File: src/hdl/stca_pkg.sv
// ----------------------------------------------------------------------------
// stca_pkg
// Shared widths, register codes and sequencer states for the temperature
// compensation and averaging block.
// ----------------------------------------------------------------------------
package stca_pkg;

  localparam int unsigned SAMPLES_DEF = 10;

  localparam int unsigned DATA_W    = 16;
  localparam int unsigned REG_IDX_W = 2;

  // (raw - ac6) is 17 bits signed, times a 16-bit unsigned gain
  localparam int unsigned DIFF_W   = DATA_W + 1;
  localparam int unsigned PROD_W   = DIFF_W + DATA_W;
  localparam int unsigned X1_SHIFT = 15;
  localparam int unsigned X1_W     = PROD_W - X1_SHIFT;

  // x1 + md, and the magnitude of mc * 2^11
  localparam int unsigned DVS_W    = X1_W + 1;
  localparam int unsigned MC_SHIFT = 11;
  localparam int unsigned DVD_W    = DATA_W + MC_SHIFT;

  localparam int unsigned B5_W    = DVD_W + 1;
  localparam int unsigned T_SHIFT = 4;
  localparam int unsigned T_ROUND = 8;
  localparam int unsigned T_W     = B5_W - T_SHIFT;

  localparam int unsigned MUL_STEPS = DATA_W;
  localparam int unsigned DIV_STEPS = DVD_W;
  localparam int unsigned STEP_W    = $clog2(DIV_STEPS + 1);

  typedef enum logic [REG_IDX_W-1:0] {
    REG_AC5 = 2'd0,
    REG_AC6 = 2'd1,
    REG_MC  = 2'd2,
    REG_MD  = 2'd3
  } cfg_reg_t;

  typedef enum logic [7:0] {
    S_IDLE = 8'b0000_0001,
    S_MUL  = 8'b0000_0010,
    S_PREP = 8'b0000_0100,
    S_DIV  = 8'b0000_1000,
    S_TVAL = 8'b0001_0000,
    S_ACC  = 8'b0010_0000,
    S_WEND = 8'b0100_0000,
    S_OUT  = 8'b1000_0000
  } state_t;

endpackage

File: src/hdl/sensor_temp_compensate_average.sv
// ----------------------------------------------------------------------------
// sensor_temp_compensate_average
// Compensates raw barometric-sensor temperature samples with four calibration
// words and emits the truncated mean over a window of samples.
// ----------------------------------------------------------------------------
// Each sample is handled one at a time by a bit-serial datapath: a shift-add
// multiplier forms (raw - ac6) * ac5, and a restoring divider that retires one
// quotient bit per cycle forms (mc << 11) / (x1 + md). A sample occupies the
// block from acceptance until it is accumulated, and only then can the next
// sample be taken; a sample whose divisor is zero skips the divider. The
// sample that closes a window reuses the same divider to form the mean, after
// which the result sits in an output register while the next window already
// runs. A zero divisor gives x2 = 0 and sets div_fault on that window's result.
// Calibration registers must be written by the user through cfg_we / cfg_idx /
// cfg_data only while the block is idle; the block itself does not enforce it.
module sensor_temp_compensate_average
  import stca_pkg::*;
#(
  parameter int unsigned SAMPLES_PER_RESULT = SAMPLES_DEF
) (
  input  logic                 clk,
  input  logic                 rst,
  input  logic                 cfg_we,
  input  logic [REG_IDX_W-1:0] cfg_idx,
  input  logic [DATA_W-1:0]    cfg_data,
  input  logic                 in_valid,
  output logic                 in_ready,
  input  logic [DATA_W-1:0]    raw_temp,
  output logic                 out_valid,
  input  logic                 out_ready,
  output logic signed [DATA_W-1:0] avg_temp,
  output logic                 div_fault
);

  localparam int unsigned CNT_W = $clog2(SAMPLES_PER_RESULT + 1);
  localparam int unsigned SUM_W = DATA_W + $clog2(SAMPLES_PER_RESULT);

  logic [DATA_W-1:0]        cal_ac5;
  logic [DATA_W-1:0]        cal_ac6;
  logic signed [DATA_W-1:0] cal_mc;
  logic signed [DATA_W-1:0] cal_md;

  state_t                   state;
  logic [STEP_W-1:0]        step;
  logic [CNT_W-1:0]         cnt;
  logic signed [SUM_W-1:0]  sum;
  logic                     fault_seen;

  // serial multiplier
  logic signed [PROD_W-1:0] acc;
  logic signed [PROD_W-1:0] mcand;
  logic [DATA_W-1:0]        mplier;

  // serial divider
  logic [DVD_W-1:0]         quo;
  logic [DVS_W-1:0]         rem;
  logic [DVS_W-1:0]         dvs;
  logic                     quo_neg;
  logic                     div_mean;

  logic signed [X1_W-1:0]   x1;
  logic                     zdiv;
  logic signed [DATA_W-1:0] t_sat;

  // combinational datapath
  logic signed [DIFF_W-1:0] diff_in;
  logic signed [PROD_W-1:0] mul_add;
  logic signed [X1_W-1:0]   x1_w;
  logic signed [DVS_W-1:0]  dsum;
  logic [DVS_W-1:0]         dsum_mag;
  logic [DATA_W-1:0]        mc_mag;
  logic [DVS_W:0]           shifted;
  logic [DVS_W+1:0]         trial;
  logic signed [B5_W-1:0]   q_signed;
  logic signed [B5_W-1:0]   x2_w;
  logic signed [B5_W-1:0]   b5r;
  logic signed [T_W-1:0]    t_full;
  logic signed [DATA_W-1:0] t_clip;
  logic signed [SUM_W-1:0]  sum_add;
  logic [SUM_W-1:0]         sum_mag;
  logic [CNT_W-1:0]         cnt_inc;

  assign in_ready = (state == S_IDLE);

  always_comb begin
    diff_in  = $signed({1'b0, raw_temp}) - $signed({1'b0, cal_ac6});
    mul_add  = acc + (mplier[0] ? mcand : '0);
    // arithmetic shift by 15 is a floor
    x1_w     = acc[PROD_W-1 -: X1_W];
    dsum     = DVS_W'(x1_w) + DVS_W'(cal_md);
    dsum_mag = dsum[DVS_W-1] ? DVS_W'(-dsum) : DVS_W'(dsum);
    mc_mag   = cal_mc[DATA_W-1] ? DATA_W'(-cal_mc) : DATA_W'(cal_mc);

    // one restoring step: bring in the next dividend bit, try to subtract
    shifted  = {rem, quo[DVD_W-1]};
    trial    = {1'b0, shifted} - {2'b00, dvs};

    q_signed = quo_neg ? -$signed({1'b0, quo}) : $signed({1'b0, quo});
    x2_w     = zdiv ? '0 : q_signed;
    b5r      = B5_W'(x1) + x2_w + B5_W'(T_ROUND);
    t_full   = b5r[B5_W-1:T_SHIFT];
    if (!t_full[T_W-1] && (|t_full[T_W-2:DATA_W-1])) begin
      t_clip = {1'b0, {(DATA_W-1){1'b1}}};
    end else if (t_full[T_W-1] && !(&t_full[T_W-2:DATA_W-1])) begin
      t_clip = {1'b1, {(DATA_W-1){1'b0}}};
    end else begin
      t_clip = t_full[DATA_W-1:0];
    end

    sum_add  = sum + SUM_W'(t_sat);
    sum_mag  = sum[SUM_W-1] ? SUM_W'(-sum) : SUM_W'(sum);
    cnt_inc  = cnt + CNT_W'(1);
  end

  // calibration registers
  always_ff @(posedge clk) begin
    if (rst) begin
      cal_ac5 <= '0;
      cal_ac6 <= '0;
      cal_mc  <= '0;
      cal_md  <= '0;
    end else if (cfg_we) begin
      case (cfg_reg_t'(cfg_idx))
        REG_AC5: cal_ac5 <= cfg_data;
        REG_AC6: cal_ac6 <= cfg_data;
        REG_MC:  cal_mc  <= $signed(cfg_data);
        REG_MD:  cal_md  <= $signed(cfg_data);
        default: ;
      endcase
    end
  end

  // sequencer and control
  always_ff @(posedge clk) begin
    if (rst) begin
      state      <= S_IDLE;
      step       <= '0;
      cnt        <= '0;
      sum        <= '0;
      fault_seen <= 1'b0;
      out_valid  <= 1'b0;
    end else begin
      // S_OUT loads the next result itself
      if (out_valid && out_ready && (state != S_OUT)) begin
        out_valid <= 1'b0;
      end
      case (state)
        S_IDLE: begin
          if (in_valid) begin
            step  <= STEP_W'(MUL_STEPS);
            state <= S_MUL;
          end
        end
        S_MUL: begin
          step <= step - STEP_W'(1);
          if (step == STEP_W'(1)) begin
            state <= S_PREP;
          end
        end
        S_PREP: begin
          if (dsum == '0) begin
            state <= S_TVAL;
          end else begin
            step  <= STEP_W'(DIV_STEPS);
            state <= S_DIV;
          end
        end
        S_DIV: begin
          step <= step - STEP_W'(1);
          if (step == STEP_W'(1)) begin
            state <= div_mean ? S_OUT : S_TVAL;
          end
        end
        S_TVAL: begin
          state <= S_ACC;
        end
        S_ACC: begin
          sum        <= sum_add;
          cnt        <= cnt_inc;
          fault_seen <= fault_seen | zdiv;
          state      <= (cnt_inc == CNT_W'(SAMPLES_PER_RESULT)) ? S_WEND : S_IDLE;
        end
        S_WEND: begin
          step  <= STEP_W'(DIV_STEPS);
          state <= S_DIV;
        end
        S_OUT: begin
          // hold the mean until the output register is free
          if (!out_valid || out_ready) begin
            out_valid  <= 1'b1;
            cnt        <= '0;
            sum        <= '0;
            fault_seen <= 1'b0;
            state      <= S_IDLE;
          end
        end
        default: begin
          state <= S_IDLE;
        end
      endcase
    end
  end

  // datapath registers
  always_ff @(posedge clk) begin
    case (state)
      S_IDLE: begin
        acc    <= '0;
        mcand  <= PROD_W'(diff_in);
        mplier <= cal_ac5;
      end
      S_MUL: begin
        acc    <= mul_add;
        mcand  <= mcand <<< 1;
        mplier <= mplier >> 1;
      end
      S_PREP: begin
        x1       <= x1_w;
        zdiv     <= (dsum == '0);
        quo      <= {mc_mag, {MC_SHIFT{1'b0}}};
        rem      <= '0;
        dvs      <= dsum_mag;
        quo_neg  <= cal_mc[DATA_W-1] ^ dsum[DVS_W-1];
        div_mean <= 1'b0;
      end
      S_DIV: begin
        rem <= trial[DVS_W+1] ? shifted[DVS_W-1:0] : trial[DVS_W-1:0];
        quo <= {quo[DVD_W-2:0], ~trial[DVS_W+1]};
      end
      S_TVAL: begin
        t_sat <= t_clip;
      end
      S_WEND: begin
        quo      <= DVD_W'(sum_mag);
        rem      <= '0;
        dvs      <= DVS_W'(SAMPLES_PER_RESULT);
        quo_neg  <= sum[SUM_W-1];
        div_mean <= 1'b1;
      end
      S_OUT: begin
        if (!out_valid || out_ready) begin
          avg_temp  <= q_signed[DATA_W-1:0];
          div_fault <= fault_seen;
        end
      end
      default: ;
    endcase
  end

`ifndef SYNTHESIS
  a_accept_starts_mul: assert property (@(posedge clk) disable iff (rst)
    (in_valid && in_ready) |=> (state == S_MUL))
    else $error("accepted transaction did not start the multiplier");

  a_result_from_out: assert property (@(posedge clk) disable iff (rst)
    $rose(out_valid) |-> $past(state == S_OUT))
    else $error("result raised outside the output state");

  a_count_in_window: assert property (@(posedge clk) disable iff (rst)
    (cnt <= CNT_W'(SAMPLES_PER_RESULT)))
    else $error("sample count passed the window size");

  a_div_steps: assert property (@(posedge clk) disable iff (rst)
    (state == S_DIV) |=>
      ($past(step) == STEP_W'(1)) ||
      ((state == S_DIV) && (step == $past(step) - STEP_W'(1))))
    else $error("divider left early or skipped a step");

  a_window_clears: assert property (@(posedge clk) disable iff (rst)
    $rose(out_valid) |-> ((cnt == '0) && (sum == '0) && !fault_seen))
    else $error("window state not cleared with the result");
`endif

endmodule
File: config.mk
export PLATFORM = sky130hd
export DESIGN_NAME = sensor_temp_compensate_average
export DESIGN_NICKNAME = d
export VERILOG_FILES = /design/src/hdl/stca_pkg.sv /design/src/hdl/sensor_temp_compensate_average.sv
export SDC_FILE = /design/constraint.sdc
export NUM_CORES = 1
export LEC_CHECK = 0
export BUFFER_PORTS_ARGS = -buffer_cell sky130_fd_sc_hd__buf_4
export CORE_UTILIZATION = 65
export CTS_CLUSTER_DIAMETER = 80
export CTS_CLUSTER_SIZE = 28
export DETAILED_ROUTE_END_ITERATION = 12
export PLACE_DENSITY_LB_ADDON = 0.3
export SLEW_MARGIN = 5
export SYNTH_ARGS = -nofsm -noshare
export SYNTH_HDL_FRONTEND = slang
export SYNTH_SLANG_ARGS = --single-unit
File: constraint.sdc
create_clock -name clk -period 8.4 [get_ports clk]
set_input_delay 0.84 -clock clk [delete_from_list [all_inputs] [get_ports clk]]
set_output_delay 0.84 -clock clk [all_outputs]
set_load 0.05 [all_outputs]
==> impl_summary.log <==
INFO  metric yosys-mux-area-fraction = 1.05%
INFO  metric post_cts.repair.setup_buffers = 0
INFO  metric worst_skew_pair_latency = roughly 0.52 ns
INFO  metric critPathCapture = t_sat[13]
INFO  metric grt_pass1_vias = between 15k and 20k
INFO  metric dpl.hpwl = 33.9 mm
INFO  metric floorplan.die.height = 175 um
INFO  metric hp-class = register to register
INFO  metric ff2ff_setup_slack = 2.23 ns
INFO  metric pwr-share-seq = 45.4%
INFO  metric cp-start-kind = register
INFO  metric route.detailed.drc = 0
INFO  metric placement.cell_area = 20,200 um^2
INFO  metric nFillCells = 2,115
INFO  metric wl_met2 = roughly 22 mm
INFO  metric cts_tree = built
INFO  metric share_clk_of_total_power = 20.9%
INFO  metric regArea = 8100 um^2
INFO  metric mostFrequentLayoutCell = nand2_1
INFO  metric worst-endpoint-required = 8.67 ns
INFO  metric timing.critical_path.fanout_max = 15
INFO  metric grt_first_pass_wirelength = ~74 mm
INFO  metric routed_vias = 15.8k
INFO  metric power-per-cell-area = 226 nW/um^2
INFO  metric max-slew-margin-rel = 16.1%
INFO  metric syn_area_per_cell = 9.07 um^2
INFO  metric gp_congestion = 0.919
INFO  metric grt_setup_unrepaired = no
INFO  metric synth-xor-area-share = 7.15%
INFO  metric area_delta_synth_final = 6.81%
INFO  metric worstSetupStartpoint = quo[5]
INFO  metric pre_cts_slack = ~2.3 ns
INFO  metric maximum_number_of_pins_on_one_net_before_global_route_repair = 105
INFO  metric ioPinCount = between 50 and 60
INFO  metric core_area = 29,100 um^2
INFO  metric fmax = 162 MHz
INFO  metric top_library_cells_by_usage_in_the_layout_fill_and_taps_aside = nand2_1 (311), edfxtp_1 (201), nor2_1 (185), a21oi_1 (185), ha_1 (163)
INFO  metric reg2reg_to = t_sat[13]
INFO  metric synth-edff-count = 201
INFO  metric max_slew.worst_pin.slew = around 1.3 ns
INFO  metric antenna_found_initial = 1
INFO  metric place_inst = roughly 2.5k
INFO  metric worstRegToRegCells = 21
INFO  metric synth_nets = 2,353
INFO  metric setup_tns = 0 ns
INFO  metric met1Wirelength = 19.1 mm
INFO  metric post_route_cells_drive_above_1_share = roughly 6.2%
INFO  metric syn-cell-area = ~19,000 um^2
INFO  metric layout.cell_area.non_filler = around 21,000 um^2
INFO  metric wl_per_cell = 18.1 um
INFO  metric report.final.hold_viol_count = 0
INFO  metric finalCritPeriodShare = around three quarters
INFO  metric clock_sink_count = 304
INFO  metric wirelength = 46.2 mm
INFO  metric leakagePower = 8.63 nW
INFO  metric synth_top_family_by_area = simple AND/OR/NAND/NOR gates
INFO  metric yosys_warnings = 0
INFO  metric timing.final.max_slew_violations = 0
INFO  metric p_int = around 3.0 mW
INFO  metric post_synth_and_or_nand_nor_area_fraction = 19.6%
INFO  metric die-area = around 30,000 um^2
INFO  metric clock_tree.htree_level_count = 1
INFO  metric regToRegStartpoint = quo[5]
INFO  metric most_common_flop_cell_mapped_by_yosys = edfxtp_1
INFO  metric top_layer_reached_by_signal_wires = met4
INFO  metric rows = 62
INFO  metric layout.cells.non_filler = 2,554
INFO  metric numCtsBuffers = 17
INFO  metric share_of_the_synthesized_area_in_compound_gates_ao_oa_aoi_oai = 16.3%
INFO  metric peakVddDrop = about 220 uV
INFO  metric postSynthRegisterBits = 304
INFO  metric antenna_left = 0
INFO  metric clock_tree.root_cell = clkbuf_16
INFO  metric clock_tree.buffer_depth = 3
INFO  metric p_comb_share = 33.8%
INFO  metric post-layout-total-power = between 4 and 5 mW
INFO  metric critical_setup_path_class = register to register
INFO  metric die_w = 175 um
INFO  metric layout_min_cycle_time = just over 6 ns
INFO  metric via_per_inst = 6.20
INFO  metric grt_remaining_overflow = 0
INFO  metric yosys.area_share.adder = a little over a tenth
INFO  metric detailedRoute.firstIterationViolations = approximately 1.2k
INFO  metric finalSetupViolations = 0
INFO  metric placement.io_buffers = 57
INFO  metric outcome = completed
INFO  metric synth.yosys.seq_area_share = around two fifths
INFO  metric cts-hold-fix-buffers = 0
INFO  metric setup_slack = 2.23 ns
INFO  metric post_synthesis_cell_type_count = 73
INFO  metric wl_met3 = 3.19 mm
INFO  metric initial_core_util = 66.9%
INFO  metric detailedRoute.firstPassIterationCount = 7
INFO  metric track_usage = 30.3%
INFO  metric power.share.switching = 35.9%
INFO  metric switchingPower = 1.69 mW
INFO  metric synth-async-reset-ratio = 0%
INFO  metric cts.reportedPaths.clkPinSlew = 0.10 ns
INFO  metric finalNetCount = 2,367
INFO  metric final.setup_skew = approximately 0.019 ns
INFO  metric cap_violations = 0
INFO  metric final_antenna_diode_count = 0
INFO  metric critPathCaptureType = register
INFO  metric worst-endpoint-arrival = 6.43 ns
INFO  metric multiInputGateArea = 10,800 um^2
INFO  metric netlist_instances = 2,146
INFO  metric post_cts.resized_instances = 0
## power groups by stage
| stage | clock, mW | sequential [mW] | combinational, mW |
|---|---|---|---|
| 2_1_floorplan | 0 | 2.11 | 1.21 |
| 3_3_place_gp | 0 | 2.16 | 1.50 |
| 3_5_place_dp | 0 | 2.17 | 1.56 |
| 4_1_cts | 0.989 | 2.13 | 1.58 |
| 5_1_grt | 1.05 | 2.16 | 1.76 |
| 6_report | 0.982 | 2.13 | 1.59 |
## how the worst min path moves through the flow
stage | start | end | slack [ns] | cells after the start
5_1_grt | fault_seen | div_fault | 0.46 | 0
6_report | fault_seen | div_fault | 0.45 | 0
2_1_floorplan | fault_seen | div_fault | 0.41 | 0
3_3_place_gp | fault_seen | div_fault | 0.42 | 0
4_1_cts | fault_seen | div_fault | 0.45 | 0
3_5_place_dp | fault_seen | div_fault | 0.43 | 0
## cells by family after synthesis
logic type	count (synthesis)
mux	20
flops	304
fa+ha+maj	168
buf+inv	171
simple gates	812
xor+xnor	159
compound gates	512
## cell usage after synthesis (6+ instances only)
| cell type | instances | area share [%] |
|---|---|---|
| a211oi_1 | 17 | 0.66 |
| a21boi_0 | 10 | 0.39 |
| a21o_1 | 51 | 2.0 |
| a21oi_1 | 185 | 4.8 |
| a22o_1 | 6 | 0.27 |
| a22oi_1 | 12 | 0.46 |
| a31oi_1 | 14 | 0.45 |
| and2_1 | 54 | 1.7 |
| and3_1 | 12 | 0.39 |
| buf_1 | 8 | 0.15 |
| clkbuf_1 | 66 | 1.3 |
| dfxtp_1 | 103 | 11 |
| edfxtp_1 | 201 | 31 |
| ha_1 | 163 | 10 |
| inv_1 | 97 | 1.9 |
| mux2i_1 | 17 | 0.87 |
| nand2_1 | 313 | 6.0 |
| nand2b_1 | 25 | 0.80 |
| nand3_1 | 55 | 1.4 |
| nand3b_1 | 12 | 0.46 |
| nand4_1 | 6 | 0.19 |
| nor2_1 | 185 | 3.6 |
| nor2b_1 | 20 | 0.64 |
| nor3_1 | 41 | 1.1 |
| nor3b_1 | 7 | 0.27 |
| o211ai_1 | 8 | 0.31 |
| o21a_1 | 13 | 0.50 |
| o21ai_0 | 110 | 2.8 |
| o21bai_1 | 12 | 0.46 |
| o31a_1 | 6 | 0.27 |
| o31ai_1 | 22 | 0.85 |
| o41ai_1 | 10 | 0.45 |
| or2_2 | 17 | 0.55 |
| or3_1 | 29 | 0.93 |
| or4_1 | 13 | 0.50 |
| xnor2_1 | 85 | 3.8 |
| xor2_1 | 74 | 3.3 |
## final cells by class
class	instances	area share [%]
clock inverters	9	0.542
flip-flops and latches	304	38.9
repair buffers	69	2.49
clock buffers	20	2.24
well taps	384	2.31
multi-input cells	1671	51.7
inverters	97	1.75
## per-layer routing
metal  track usage [%]  vias to the layer above
met4              13.9                        0
met3              3.61                      104
met5                 0                        -
li1                  -                     7670
met1              39.0                     7509
met2              50.9                      558
## worst max-delay path, cell delays in order, from the launching register on
cell       delay (ns)
edfxtp_1         0.49
or3_1            0.41
or3_1            0.33
or3_1            0.38
or3_1            0.44
o41ai_1          0.32
xor2_1           0.19
nor2_1           0.07
ha_1             0.30
ha_1             0.38
nand2_1          0.09
nand2_1          0.05
a21o_1           0.23
nor3_1           0.15
nand3_1          0.14
a2111oi_0        0.41
a211oi_1         0.10
or4_1            0.55
o311ai_0         0.29
a31oi_1          0.07
buf_4            0.21
or2_2            0.29
## per-stage QoR
step	hold WS, ns	utilization [%]
6_report	0.454	71.5
5_1_grt	0.459	71.5
4_1_cts	0.450	71.5
3_5_place_dp	0.426	69.5
3_3_place_gp	0.417	69.5
2_1_floorplan	0.409	-
## registers in the layout, summed over array words and instances, names as in the netlist
signal / flops
div_mean: 1
fault_seen: 1
cal_ac6: 16
dvs: 19
mcand: 33
quo: 27
step: 5
x1: 18
rem: 19
div_fault: 1
quo_neg: 1
state: 8
cal_ac5: 16
cnt: 4
cal_md: 16
avg_temp: 16
t_sat: 16
out_valid: 1
sum: 20
mplier: 16
zdiv: 1
cal_mc: 16
acc: 33
(Power assumes the default switching activity.)
